===== src/hw/rtl/cic_decimator_with_compensation_unit_macros.svh =====
// Assertion macros shared by the CIC decimator RTL.
`ifndef CIC_DECIMATOR_WITH_COMPENSATION_UNIT_MACROS_SVH
`define CIC_DECIMATOR_WITH_COMPENSATION_UNIT_MACROS_SVH
`ifndef NO_ASSERTIONS
// Same-cycle implication, checked outside reset.
`define CICD_ASSERT_SAME(label, clk, rst, ante, cons) \
   label: assert property (@(posedge clk) disable iff (rst) (ante) |-> (cons)) \
      else $error("cicd assertion failed");
// Next-cycle implication, checked outside reset.
`define CICD_ASSERT_NEXT(label, clk, rst, ante, cons) \
   label: assert property (@(posedge clk) disable iff (rst) (ante) |=> (cons)) \
      else $error("cicd assertion failed");
`else
`define CICD_ASSERT_SAME(label, clk, rst, ante, cons)
`define CICD_ASSERT_NEXT(label, clk, rst, ante, cons)
`endif
`endif


===== src/hw/rtl/cicd_pkg.sv =====
// Package with types and constants of the CIC decimator.
`timescale 1ns / 1ps
package cicd_pkg;
   localparam int SAMPLE_W       = 16;
   localparam int ACC_WIDTH_DEF  = 36;
   localparam int NUM_STAGES     = 4;
   localparam int FACTOR_W       = 10;
   localparam int GAIN_W         = 6;
   localparam int CSR_DATA_W     = 10;
   localparam int CSR_INDEX_W    = 1;
   localparam int FIFO_DEPTH     = 16;
   localparam int FIFO_PTR_W     = $clog2(FIFO_DEPTH);
   localparam int OCC_W          = $clog2(FIFO_DEPTH + 1);
   localparam int RESULT_LSB     = 2;

   typedef enum logic [CSR_INDEX_W-1:0] {
      CSR_DECIMATION = 1'b0,
      CSR_GAIN       = 1'b1
   } csr_index_type;

   // Marks a pipeline slot: valid for any sample, fire when it yields a result.
   typedef struct packed {
      logic valid;
      logic fire;
   } tag_type;
endpackage


===== src/hw/rtl/cicd_req_if.sv =====
// Input sample channel interface.
`timescale 1ns / 1ps
interface cicd_req_if
   import cicd_pkg::*;
();
   logic                       valid;
   logic                       ready;
   logic signed [SAMPLE_W-1:0] sample_in;

   modport source (output valid, output sample_in, input ready);
   modport sink (input valid, input sample_in, output ready);
endinterface


===== src/hw/rtl/cicd_rsp_if.sv =====
// Result sample channel interface.
`timescale 1ns / 1ps
interface cicd_rsp_if
   import cicd_pkg::*;
();
   logic                       valid;
   logic                       ready;
   logic signed [SAMPLE_W-1:0] sample_out;

   modport source (output valid, output sample_out, input ready);
   modport sink (input valid, input sample_out, output ready);
endinterface


===== src/hw/rtl/cicd_int_cell.sv =====
// One integrator cell of the CIC chain.
`timescale 1ns / 1ps
module cicd_int_cell
   import cicd_pkg::*;
#(
   parameter int ACC_WIDTH = ACC_WIDTH_DEF
) (
   input  logic                 clock,
   input  logic                 reset,
   input  tag_type              tag_in,
   input  logic [ACC_WIDTH-1:0] data_in,
   output tag_type              tag_out,
   output logic [ACC_WIDTH-1:0] data_out
);
   tag_type              tag_ff;
   logic [ACC_WIDTH-1:0] acc_ff;
   logic [ACC_WIDTH-1:0] acc_in;

   assign acc_in = tag_in.valid ? acc_ff + data_in : acc_ff;

   always_ff @(posedge clock) begin
      if (reset) begin
         tag_ff <= '0;
         acc_ff <= '0;
      end else begin
         tag_ff <= tag_in;
         acc_ff <= acc_in;
      end
   end

   assign tag_out  = tag_ff;
   assign data_out = acc_ff;
endmodule


===== src/hw/rtl/cicd_comb_cell.sv =====
// One comb (difference) cell of the CIC chain.
`timescale 1ns / 1ps
module cicd_comb_cell
   import cicd_pkg::*;
#(
   parameter int ACC_WIDTH = ACC_WIDTH_DEF
) (
   input  logic                 clock,
   input  logic                 reset,
   input  tag_type              tag_in,
   input  logic [ACC_WIDTH-1:0] data_in,
   output tag_type              tag_out,
   output logic [ACC_WIDTH-1:0] data_out
);
   tag_type              tag_ff;
   logic [ACC_WIDTH-1:0] delay_ff;
   logic [ACC_WIDTH-1:0] diff_ff;
   logic                 take;

   // Only samples at the decimated rate move the comb delay.
   assign take = tag_in.valid && tag_in.fire;

   always_ff @(posedge clock) begin
      if (reset) begin
         tag_ff   <= '0;
         delay_ff <= '0;
      end else begin
         tag_ff <= tag_in;
         if (take) begin
            delay_ff <= data_in;
         end
      end
   end

   always_ff @(posedge clock) begin
      if (take) begin
         diff_ff <= data_in - delay_ff;
      end
   end

   assign tag_out  = tag_ff;
   assign data_out = diff_ff;
endmodule


===== src/hw/rtl/cicd_comp.sv =====
// Gain shift and three-tap compensation filter.
`timescale 1ns / 1ps
module cicd_comp
   import cicd_pkg::*;
#(
   parameter int ACC_WIDTH = ACC_WIDTH_DEF
) (
   input  logic                       clock,
   input  logic                       reset,
   input  logic [GAIN_W-1:0]          gain_shift,
   input  tag_type                    tag_in,
   input  logic [ACC_WIDTH-1:0]       data_in,
   output tag_type                    tag_out,
   output logic signed [SAMPLE_W-1:0] result
);
   tag_type                    tap_tag_ff;
   tag_type                    res_tag_ff;
   logic [ACC_WIDTH-1:0]       tap0_ff;
   logic [ACC_WIDTH-1:0]       tap1_ff;
   logic [ACC_WIDTH-1:0]       tap2_ff;
   logic [ACC_WIDTH-1:0]       shifted;
   logic [ACC_WIDTH-1:0]       comp;
   logic signed [SAMPLE_W-1:0] res_ff;

   // A shift of the full width or more leaves pure sign fill.
   assign shifted = ACC_WIDTH'($signed(data_in) >>> gain_shift);

   // n0 - 6*n1 + n2, with 6*n1 built from two shifts.
   assign comp = tap0_ff - (tap1_ff << 2) - (tap1_ff << 1) + tap2_ff;

   always_ff @(posedge clock) begin
      if (reset) begin
         tap_tag_ff <= '0;
         res_tag_ff <= '0;
         tap0_ff    <= '0;
         tap1_ff    <= '0;
         tap2_ff    <= '0;
      end else begin
         tap_tag_ff <= tag_in;
         res_tag_ff <= tap_tag_ff;
         if (tag_in.valid && tag_in.fire) begin
            tap0_ff <= shifted;
            tap1_ff <= tap0_ff;
            tap2_ff <= tap1_ff;
         end
      end
   end

   always_ff @(posedge clock) begin
      res_ff <= comp[RESULT_LSB +: SAMPLE_W];
   end

   assign tag_out = res_tag_ff;
   assign result  = res_ff;
endmodule


===== src/hw/rtl/cicd_fifo.sv =====
// Result queue that feeds the response channel.
`timescale 1ns / 1ps
module cicd_fifo
   import cicd_pkg::*;
(
   input  logic                       clock,
   input  logic                       reset,
   input  logic                       push,
   input  logic signed [SAMPLE_W-1:0] push_data,
   output logic                       pop,
   output logic [OCC_W-1:0]           count,
   cicd_rsp_if.source                 rsp_if
);
   logic signed [SAMPLE_W-1:0] mem_ff [FIFO_DEPTH];
   logic [FIFO_PTR_W-1:0]      wr_ptr_ff;
   logic [FIFO_PTR_W-1:0]      rd_ptr_ff;
   logic [OCC_W-1:0]           count_ff;
   logic [OCC_W-1:0]           count_in;

   assign rsp_if.valid      = (count_ff != '0);
   assign rsp_if.sample_out = mem_ff[rd_ptr_ff];
   assign pop               = rsp_if.valid && rsp_if.ready;
   assign count_in          = count_ff + OCC_W'(push) - OCC_W'(pop);

   always_ff @(posedge clock) begin
      if (reset) begin
         wr_ptr_ff <= '0;
         rd_ptr_ff <= '0;
         count_ff  <= '0;
      end else begin
         count_ff <= count_in;
         if (push) begin
            wr_ptr_ff <= wr_ptr_ff + 1'b1;
         end
         if (pop) begin
            rd_ptr_ff <= rd_ptr_ff + 1'b1;
         end
      end
   end

   always_ff @(posedge clock) begin
      if (push) begin
         mem_ff[wr_ptr_ff] <= push_data;
      end
   end

   assign count = count_ff;
endmodule


===== src/hw/rtl/cic_decimator_with_compensation_unit.sv =====
// Top level of the four-stage CIC decimator with compensation filter.
//
// Samples enter on req_if (valid/ready); a transaction moves one signed
// 16-bit sample. Every decimation_factor-th sample yields one result on
// rsp_if; the other samples yield none. Configuration is written through
// csr_we/csr_index/csr_wdata; the user must write it only while the block
// is idle, which the block itself does not enforce. A sample passes four
// integrator cells, four comb cells, a gain-shift stage and a compensation
// stage, and its result is queued in a 16-entry output queue. The unit
// accepts one sample per cycle while req_if.ready is high. req_if.ready
// falls only when the samples in the cell chain plus the queued results
// reach the queue depth, so a stalled receiver halts input after at most
// 16 outstanding samples and nothing is lost. Reset clears the integrator,
// comb delay and compensation tap state, the phase counter, the queue and
// sets decimation_factor to 1 and gain_shift to 0; no clearing pass is
// needed.
`timescale 1ns / 1ps
`include "cic_decimator_with_compensation_unit_macros.svh"
module cic_decimator_with_compensation_unit
   import cicd_pkg::*;
#(
   parameter int ACC_WIDTH = ACC_WIDTH_DEF
) (
   input  logic                   clock,
   input  logic                   reset,
   cicd_req_if.sink               req_if,
   cicd_rsp_if.source             rsp_if,
   input  logic                   csr_we,
   input  logic [CSR_INDEX_W-1:0] csr_index,
   input  logic [CSR_DATA_W-1:0]  csr_wdata
);
   logic [FACTOR_W-1:0]        factor_ff;
   logic [GAIN_W-1:0]          gain_ff;
   logic [FACTOR_W-1:0]        phase_ff;
   logic [FACTOR_W-1:0]        phase_next;
   logic [OCC_W-1:0]           occ_ff;
   logic [OCC_W-1:0]           occ_in;
   logic                       accept;
   logic                       fire;
   tag_type                    int_tag  [NUM_STAGES+1];
   logic [ACC_WIDTH-1:0]       int_data [NUM_STAGES+1];
   tag_type                    comb_tag  [NUM_STAGES+1];
   logic [ACC_WIDTH-1:0]       comb_data [NUM_STAGES+1];
   tag_type                    res_tag;
   logic signed [SAMPLE_W-1:0] res_data;
   logic                       push;
   logic                       drop;
   logic                       pop;
   logic [OCC_W-1:0]           fifo_count;

   assign req_if.ready = (occ_ff < OCC_W'(FIFO_DEPTH));
   assign accept       = req_if.valid && req_if.ready;
   assign phase_next   = phase_ff + 1'b1;
   assign fire         = (phase_next == factor_ff);

   always_ff @(posedge clock) begin
      if (reset) begin
         factor_ff <= FACTOR_W'(1);
         gain_ff   <= '0;
      end else if (csr_we) begin
         unique case (csr_index_type'(csr_index))
            CSR_DECIMATION: factor_ff <= csr_wdata[FACTOR_W-1:0];
            CSR_GAIN:       gain_ff   <= csr_wdata[GAIN_W-1:0];
            default:        ;
         endcase
      end
   end

   always_ff @(posedge clock) begin
      if (reset) begin
         phase_ff <= '0;
      end else if (accept) begin
         phase_ff <= fire ? '0 : phase_next;
      end
   end

   assign int_tag[0]  = '{valid: accept, fire: fire};
   assign int_data[0] = ACC_WIDTH'($signed(req_if.sample_in));

   for (genvar i = 0; i < NUM_STAGES; i++) begin : g_int
      cicd_int_cell #(.ACC_WIDTH(ACC_WIDTH)) u_int (
         .clock    (clock),
         .reset    (reset),
         .tag_in   (int_tag[i]),
         .data_in  (int_data[i]),
         .tag_out  (int_tag[i+1]),
         .data_out (int_data[i+1])
      );
   end

   assign comb_tag[0]  = int_tag[NUM_STAGES];
   assign comb_data[0] = int_data[NUM_STAGES];

   for (genvar i = 0; i < NUM_STAGES; i++) begin : g_comb
      cicd_comb_cell #(.ACC_WIDTH(ACC_WIDTH)) u_comb (
         .clock    (clock),
         .reset    (reset),
         .tag_in   (comb_tag[i]),
         .data_in  (comb_data[i]),
         .tag_out  (comb_tag[i+1]),
         .data_out (comb_data[i+1])
      );
   end

   cicd_comp #(.ACC_WIDTH(ACC_WIDTH)) u_comp (
      .clock      (clock),
      .reset      (reset),
      .gain_shift (gain_ff),
      .tag_in     (comb_tag[NUM_STAGES]),
      .data_in    (comb_data[NUM_STAGES]),
      .tag_out    (res_tag),
      .result     (res_data)
   );

   assign push = res_tag.valid && res_tag.fire;
   assign drop = res_tag.valid && !res_tag.fire;

   cicd_fifo u_fifo (
      .clock     (clock),
      .reset     (reset),
      .push      (push),
      .push_data (res_data),
      .pop       (pop),
      .count     (fifo_count),
      .rsp_if    (rsp_if)
   );

   // Occupancy counts samples in the cell chain plus results in the queue.
   assign occ_in = occ_ff + OCC_W'(accept) - OCC_W'(drop) - OCC_W'(pop);

   always_ff @(posedge clock) begin
      if (reset) begin
         occ_ff <= '0;
      end else begin
         occ_ff <= occ_in;
      end
   end

   `CICD_ASSERT_SAME(a_occ_bound, clock, reset, 1'b1, occ_ff <= OCC_W'(FIFO_DEPTH))
   `CICD_ASSERT_SAME(a_queue_within_occ, clock, reset, 1'b1, fifo_count <= occ_ff)
   `CICD_ASSERT_NEXT(a_push_shows, clock, reset, push, rsp_if.valid)
endmodule


===== src/flat_wrapper.sv =====
// flat-port wrapper written by rule: the top's interface ports become plain ports
module cic_decimator_with_compensation_unit_flat import cicd_pkg::*;
#(
   parameter int ACC_WIDTH = ACC_WIDTH_DEF
)
  (clock, reset, csr_we, csr_index, csr_wdata, req_if_valid, req_if_sample_in, req_if_ready, rsp_if_valid, rsp_if_sample_out, rsp_if_ready);
  cicd_req_if req_if_i ();
  cicd_rsp_if rsp_if_i ();
  input  logic clock;
  input  logic reset;
  input  logic csr_we;
  input  logic [CSR_INDEX_W-1:0] csr_index;
  input  logic [CSR_DATA_W-1:0] csr_wdata;
  input wire logic [$bits(req_if_i.valid)-1:0] req_if_valid;
  input wire logic [$bits(req_if_i.sample_in)-1:0] req_if_sample_in;
  output wire logic [$bits(req_if_i.ready)-1:0] req_if_ready;
  output wire logic [$bits(rsp_if_i.valid)-1:0] rsp_if_valid;
  output wire logic [$bits(rsp_if_i.sample_out)-1:0] rsp_if_sample_out;
  input wire logic [$bits(rsp_if_i.ready)-1:0] rsp_if_ready;
  assign req_if_i.valid = req_if_valid;
  assign req_if_i.sample_in = req_if_sample_in;
  assign req_if_ready = req_if_i.ready;
  assign rsp_if_valid = rsp_if_i.valid;
  assign rsp_if_sample_out = rsp_if_i.sample_out;
  assign rsp_if_i.ready = rsp_if_ready;
  cic_decimator_with_compensation_unit #(.ACC_WIDTH(ACC_WIDTH)) u_core (.clock(clock), .reset(reset), .req_if(req_if_i), .rsp_if(rsp_if_i), .csr_we(csr_we), .csr_index(csr_index), .csr_wdata(csr_wdata));
endmodule

===== config.mk =====
export PLATFORM = sky130hd
export DESIGN_NAME = cic_decimator_with_compensation_unit_flat
export DESIGN_NICKNAME = d
export VERILOG_FILES = /design/src/hw/rtl/cicd_pkg.sv /design/src/hw/rtl/cicd_req_if.sv /design/src/hw/rtl/cicd_rsp_if.sv /design/src/hw/rtl/cicd_int_cell.sv /design/src/hw/rtl/cicd_comb_cell.sv /design/src/hw/rtl/cicd_comp.sv /design/src/hw/rtl/cicd_fifo.sv /design/src/hw/rtl/cic_decimator_with_compensation_unit.sv /design/src/flat_wrapper.sv
export VERILOG_INCLUDE_DIRS = /design/src /design/src/hw/rtl
export SDC_FILE = /design/constraint.sdc
export NUM_CORES = 2
export LEC_CHECK = 0
export BUFFER_PORTS_ARGS = -buffer_cell sky130_fd_sc_hd__buf_2
export CELL_PAD_IN_SITES_DETAIL_PLACEMENT = 1
export CELL_PAD_IN_SITES_GLOBAL_PLACEMENT = 1
export CORE_UTILIZATION = 55
export DETAILED_ROUTE_END_ITERATION = 10
export HOLD_SLACK_MARGIN = 0.02
export PLACE_DENSITY_LB_ADDON = 0.15
export SYNTH_ARGS = -nofsm -noshare
export SYNTH_HDL_FRONTEND = slang
export SYNTH_HIERARCHICAL = 1
export SYNTH_SLANG_ARGS = --single-unit
export TNS_END_PERCENT = 50

===== constraint.sdc =====
create_clock -name clock -period 8.2 [get_ports clock]
set_clock_uncertainty 0.2 [all_clocks]
set_input_delay 0.82 -clock clock [delete_from_list [all_inputs] [get_ports clock]]
set_output_delay 0.82 -clock clock [all_outputs]
set_load 0.02 [all_outputs]

=== After elaboration in Yosys (flattened, before gate mapping) ===
Memory sizes are Yosys's and may differ from the RTL's. A register that Yosys moved wholly into a read port is not among the register bits.
Index checks and enable logic that the tools add are counted.

* Word-level logic and storage cells: 85
* Memory bits (writable): 256
* Register bits: 566
* Memories kept: 1

{| class="wikitable"
|+ Memory list
! memory !! words !! bits a word !! rd ports !! clocked after Yosys merged registers in !! write ports !! RTL line !! text
|-
| u_core.u_fifo.mem_ff || 16 || 16 || 1 || 1 || 1 || cicd_fifo.sv:14 || <nowiki>logic signed [SAMPLE_W-1:0] mem_ff [FIFO_DEPTH];</nowiki>
|}

* Reduce and logical (&&, ||, !) cells: 13
* Shift operators: 1
* $lt $le $gt $ge: 1
* Add/sub/neg operators: 19
* Equal/unequal tests: 1
* Mux-type cells: 5
* Bitwise gates (word level): 1

{| class="wikitable"
|+ Operator list
! kind !! count
|-
| $add 36x36->36 || 4
|-
| $sub 36x36->36 || 4
|-
| $sshr 36x6->18 || 1
|-
| $sub 18x18->18 || 2
|-
| $add 18x18->18 || 1
|-
| $sub 5x1->5 || 3
|-
| $add 10x1->10 const B || 1
|-
| $add 5x1->5 || 2
|-
| $eq 10x10->1 || 1
|-
| $mux 10 || 1
|-
| $logic_and 1x1->1 || 9
|-
| $add 4x1->4 const B || 2
|-
| $mux 4 || 2
|-
| $lt 5x5->1 const B || 1
|-
| $reduce_bool 5->1 || 1
|-
| $reduce_and 2->1 || 2
|-
| $mux 1 || 2
|-
| $logic_not 1->1 || 1
|-
| $not 1->1 || 1
|}

=== Depth between registers and ports, before layout ===
* Word-level depth: 5
* Gate-level depth with buffers: 16
* Depth with buffers taken out: 15

=== Modules after synthesis ===
Netlist, hierarchy kept.

{| class="wikitable"
|+ Modules (own cells, without submodules)
! module !! cells each !! instances !! area each (um^2) !! seq. area each (um^2)
|-
| cicd_int_cell || 382 || 4 || 3145.5 || 760.7
|-
| cicd_fifo || 494 || 1 || 10512.6 || 8027.7
|-
| cicd_comb_cell at u_core.g_comb[2].u_comb ... || 529 || 2 || 4535.6 || 1841.8
|-
| cicd_comp || 716 || 1 || 6466.2 || 1481.4
|-
| cicd_comb_cell at u_core.g_comb[1].u_comb || 530 || 1 || 4588.2 || 1841.8
|-
| cicd_comb_cell at u_core.g_comb[0].u_comb || 514 || 1 || 4498.1 || 1841.8
|-
| cic_decimator_with_compensation_unit || 220 || 1 || 1789.2 || 620.6
|}

=== Least setup slack after synthesis ===
No wires, ideal clock.

* Path kind: input to register
* Start point: input req_if_sample_in[0]
* End point: register u_core.g_int[0].u_int.acc_ff[28]
* Path slack: 4.793 ns
* Buffers on the path: 0
* Stages on the path: 11
* Arrival time: 3.085 ns
* Path through: ha_1 > fa_1 > a21o_1 > nand4_1 > a21boi_2 > o41ai_4 > o21ai_2 > a211o_1 > o211ai_2 > a2111oi_0 > a311o_1

* Cells in the longest elaborated chain, start to end: 1

{| class="wikitable"
|+ Ends and longest elaborated chain
! what !! RTL line !! text
|-
| start, declared || flat_wrapper.sv:15 || <nowiki>input wire logic [$bits(req_if_i.sample_in)-1:0] req_if_sample_in;</nowiki>
|-
| $add 36x36->36 || cicd_int_cell.sv:19 || <nowiki>assign acc_in = tag_in.valid ? acc_ff + data_in : acc_ff;</nowiki>
|-
| end signal, assigned || cicd_int_cell.sv:27 || <nowiki>acc_ff <= acc_in;</nowiki>
|-
| end, declared || cicd_int_cell.sv:16 || <nowiki>logic [ACC_WIDTH-1:0] acc_ff;</nowiki>
|}

No other way between the ends.
A chain may end at the register's enable or synchronous reset.

==> results.py <==
metrics = {
    "outcome": {
        "run_status": "finished clean",
    },
    "global_route": {
        "number_of_global_route_vias_before_repair": 40640,
        "grt_pass1_wl_um": 220600,
        "overflow": 0,
        "antenna_found_initial": 1,
        "grtUsageTotal_pct": 30.10,
        "maximum_number_of_pins_on_one_net_before_global_route_repair": 201,
    },
    "routing": {
        "route.final.wire_length_um": 137900,
        "detail_route.first_pass.iterations": 7,
        "first_iter_violations": 2298,
        "drc_errors": 0,
        "postRouteAntennaNets": 0,
        "post_drt_wl_per_cell_um": 22.09,
        "via_per_inst": 6.213,
        "vias": 38780,
    },
    "yosys": {
        "synth-edff-count": 400,
        "top_cells_by_area_in_the_synthesized_netlist": "sky130_fd_sc_hd__edfxtp_1, sky130_fd_sc_hd__dfxtp_1, sky130_fd_sc_hd__ha_1",
        "number_of_synthesized_register_bits": 826,
        "cell_area_synth_um2": 49510,
        "mappedNetlistNets": 5448,
        "synth-main-ff-cell": "sky130_fd_sc_hd__dfxtp_1",
        "synthDistinctLibCells": 118,
        "async_reset_ff_share_pct": 0,
        "synth_top_area_cell": "sky130_fd_sc_hd__edfxtp_1",
        "count_of_synthesis_stage_warnings_from_yosys": 6,
        "post_synthesis_sequential_area_ratio_pct": 41.49,
        "area_share_of_the_largest_cell_type_after_synthesis_pct": 24.26,
        "synthCells": 5060,
        "syn_area_per_cell_um2": 9.784,
    },
    "clock_network": {
        "postCtsSetupRepairBufs": 0,
        "cts.reportedPaths.clkPinSlew_ps": 70,
        "worst_skew_pair.late_latency_ps": 710,
        "ctsHoldBuffers": 0,
        "clock_tree_from_tritoncts": "done",
        "cts_max_path_buffers": 3,
        "cts_buffers": 91,
        "htree_levels": 3,
        "cts.sink_count": 826,
        "clock-root-buffer": "sky130_fd_sc_hd__clkbuf_16",
        "cts_resized": 0,
    },
    "power": {
        "switching_share_pct": 28.13,
        "vdd_ir_drop_max_mv": 0.1742,
        "comb_power_share_pct": 16.6,
        "sequentialPowerShare_pct": 42.6,
        "power.internal_mw": 7.642,
        "p_leak_nw": 20.19,
        "pwr_density_cell_nw_per_um2": 199.0,
        "power.clock.fraction_pct": 40.9,
        "power.net_switching_mw": 2.992,
    },
    "timing": {
        "layout_worst_path_cycle_share_pct": 55.13,
        "worst_slew_pin_slew_ps": 1478,
        "rsz0062_at_grt": "false",
        "setup_viol": 0,
        "max_clock_freq_mhz": 221.2,
        "hold_viol": 0,
        "report.final.slew_viol_count": 0,
        "fin_setup_tns_ps": 0,
        "period_needed_ps": 4521,
        "worst_slew_margin_rel_pct": 1.441,
    },
    "cells_and_area": {
        "commonest_cells_after_routing_fill_and_taps_aside": "sky130_fd_sc_hd__nand2_1, sky130_fd_sc_hd__a21oi_1, sky130_fd_sc_hd__dfxtp_1",
        "final_util_pct": 60.18,
        "fillers": 9804,
        "drive_gt1_share_pct": 8.767,
        "mostFrequentLayoutCell": "sky130_fd_sc_hd__nand2_1",
        "nNetsFinal": 5385,
        "num_antenna_cells": 0,
        "layout_area_growth_over_synthesis_pct": 7.928,
    },
    "worst_setup_path": {
        "cp_data_required_time_ps": 7180,
        "worst-path-max-fanout": 44,
        "timing.critical_path.cells": "buf_4 > mux4_1 > a22oi_1 > nand2_1 > buf_2",
        "timing.critical_path.arrival_ps": 3500,
        "cpMaxStageDelayCell": "sky130_fd_sc_hd__buf_4",
        "type_of_the_worst_setup_path": "reg -> out",
        "critPathLaunchType": "register",
        "worst_path_largest_cell_delay_ps": 790,
        "critPathCaptureType": "primary output",
    },
    "placement": {
        "io_buffers": 49,
        "dp_hpwl_um": 92410,
        "gp_congestion": 0.8888,
    },
    "floorplan": {
        "pin_count": 50,
        "fp-row-count": 109,
        "chipWidth_um": 302.0,
        "dieArea_um2": 91220,
        "start_util_pct": 55.76,
        "die_h_um": 302.0,
        "fp.coreArea_um2": 88780,
    },
    "hold_path": {
        "hold_path_class": "in -> reg",
    },
    "flow_run": {
        "maxCapViolations": 0,
    },
}
-- state kept, by name (all words and copies together) (netlist names), named ones only --
signal / count
u_core/u_comp/tap1_ff: 18
u_core/u_comp/tag_out: 2
u_core/u_comp/result: 16
u_core/phase_ff: 10
u_core/g_comb.u_comb/tag_out: 8
u_core/g_int.u_int/tag_out: 8
u_core/u_fifo/rd_ptr_ff: 4
u_core/g_int.u_int/data_out: 144
u_core/g_comb.u_comb/delay_ff: 144
u_core/gain_ff: 6
u_core/u_fifo/wr_ptr_ff: 4
u_core/occ_ff: 5
u_core/factor_ff: 10
u_core/u_fifo/count: 5
u_core/u_fifo/mem_ff: 256
u_core/u_comp/tap2_ff: 18
u_core/g_comb.u_comb/data_out: 144
u_core/u_comp/tap_tag_ff: 2
u_core/u_comp/tap0_ff: 18
-- cells in the mapped netlist, drive strengths merged, types with 15 or more instances --
master	n
nand2	663
a21oi	564
dfxtp	426
edfxtp	400
inv	343
ha	315
nor2	286
o21ai	190
xnor2	171
clkbuf	143
a21o	139
mux2i	106
mux4	103
nand3	90
buf	87
xor2	79
nor3	73
nor2b	65
nand4	62
a31oi	49
a211oi	47
o21a	47
fa	41
a22oi	39
nand2b	37
o21bai	35
o211ai	34
a21boi	32
and3	31
and2	30
o31ai	26
o22ai	21
a211o	20
a311oi	17
o311ai	17
or3	16
a2111oi	15
o31a	15
-- area by class of cell --
type / instances / area (µm²) / share of cell area [%]
clock buffer: 113 / 2431 / 4.550
sequential: 826 / 20550 / 38.46
multi-input combinational: 3658 / 26480 / 49.55
inverter: 344 / 1291 / 2.417
clock inverter: 59 / 758.2 / 1.419
tap: 1165 / 1458 / 2.728
timing repair buffer: 76 / 470.5 / 0.8805
-- final timing paths --
path                            startpoint                       end  slack, ps  cells past startpoint
setup reg to reg  u_core/u_comp/tap0_ff[8]  u_core/u_comp/result[15]       4390                     11
hold reg to reg   u_core/u_comp/tap0_ff[0]  u_core/u_comp/tap1_ff[0]        220                      2
hold / removal                csr_wdata[6]       u_core/factor_ff[6]        140                      3
setup / recovery                  register      rsp_if_sample_out[3]       3680                      5
-- metrics by stage --
| step | worst slack, ps | power, mW | cells | instance area (µm²) | hold WS, ps |
|---|---|---|---|---|---|
| 6_report | 3679 | 10.63 | 6241 | 53430 | 139.3 |
| 5_1_grt | 3481 | 11.03 | 6241 | 53430 | 134.5 |
| 4_1_cts | 3594 | 10.72 | 6241 | 53430 | 96.80 |
| 3_5_place_dp | 4349 | 6.330 | 6069 | 50240 | 230.0 |
| 3_3_place_gp | 4406 | 6.254 | 6069 | 50240 | 224.7 |
| 2_1_floorplan | 4793 | 5.932 | 5060 | 49510 | 213.8 |
-- cell families (layout without fill, tap and decap cells) --
kind of cell	Yosys count	count (layout)	share of synthesized area [%]
and+or+nand+nor	1438	1438	13.32
AOI/OAI and AO/OA	1391	1391	18.77
adders and majority gates	356	356	9.619
DFF	826	826	41.49
muxes	223	223	7.344
buffers and inverters	576	592	5.042
xor gates and xnor gates	250	250	4.423
-- layer usage --
layer / global-route usage [%] / share of wire, % / vias to the layer above
li1: - / - / 18250
met5: 0 / 0.0073 / -
met2: 53.25 / 50 / 949
met1: 37.94 / 43 / 19280
met3: 3.347 / 3.9 / 293
met4: 10.82 / 3.2 / 2
-- power by group through the flow --
stage	combinational (mW)	clock [mW]	sequential, mW
after CTS	1.76	4.43	4.53
after floorplan	1.39	0	4.54
final	1.76	4.34	4.53
after global routing	1.92	4.57	4.54
after detailed placement	1.71	0	4.62
after global placement	1.64	0	4.61
-- critical path: cells and delay by family (launching register included) --
| family | cells | cell delay [ps] |
|---|---|---|
| buf+inv | 2 | 960 |
| mux | 1 | 660 |
| flops | 1 | 640 |
| compound gates | 1 | 360 |
| simple gates | 1 | 90 |
No activity file was read; power rests on OpenSTA's default activity.
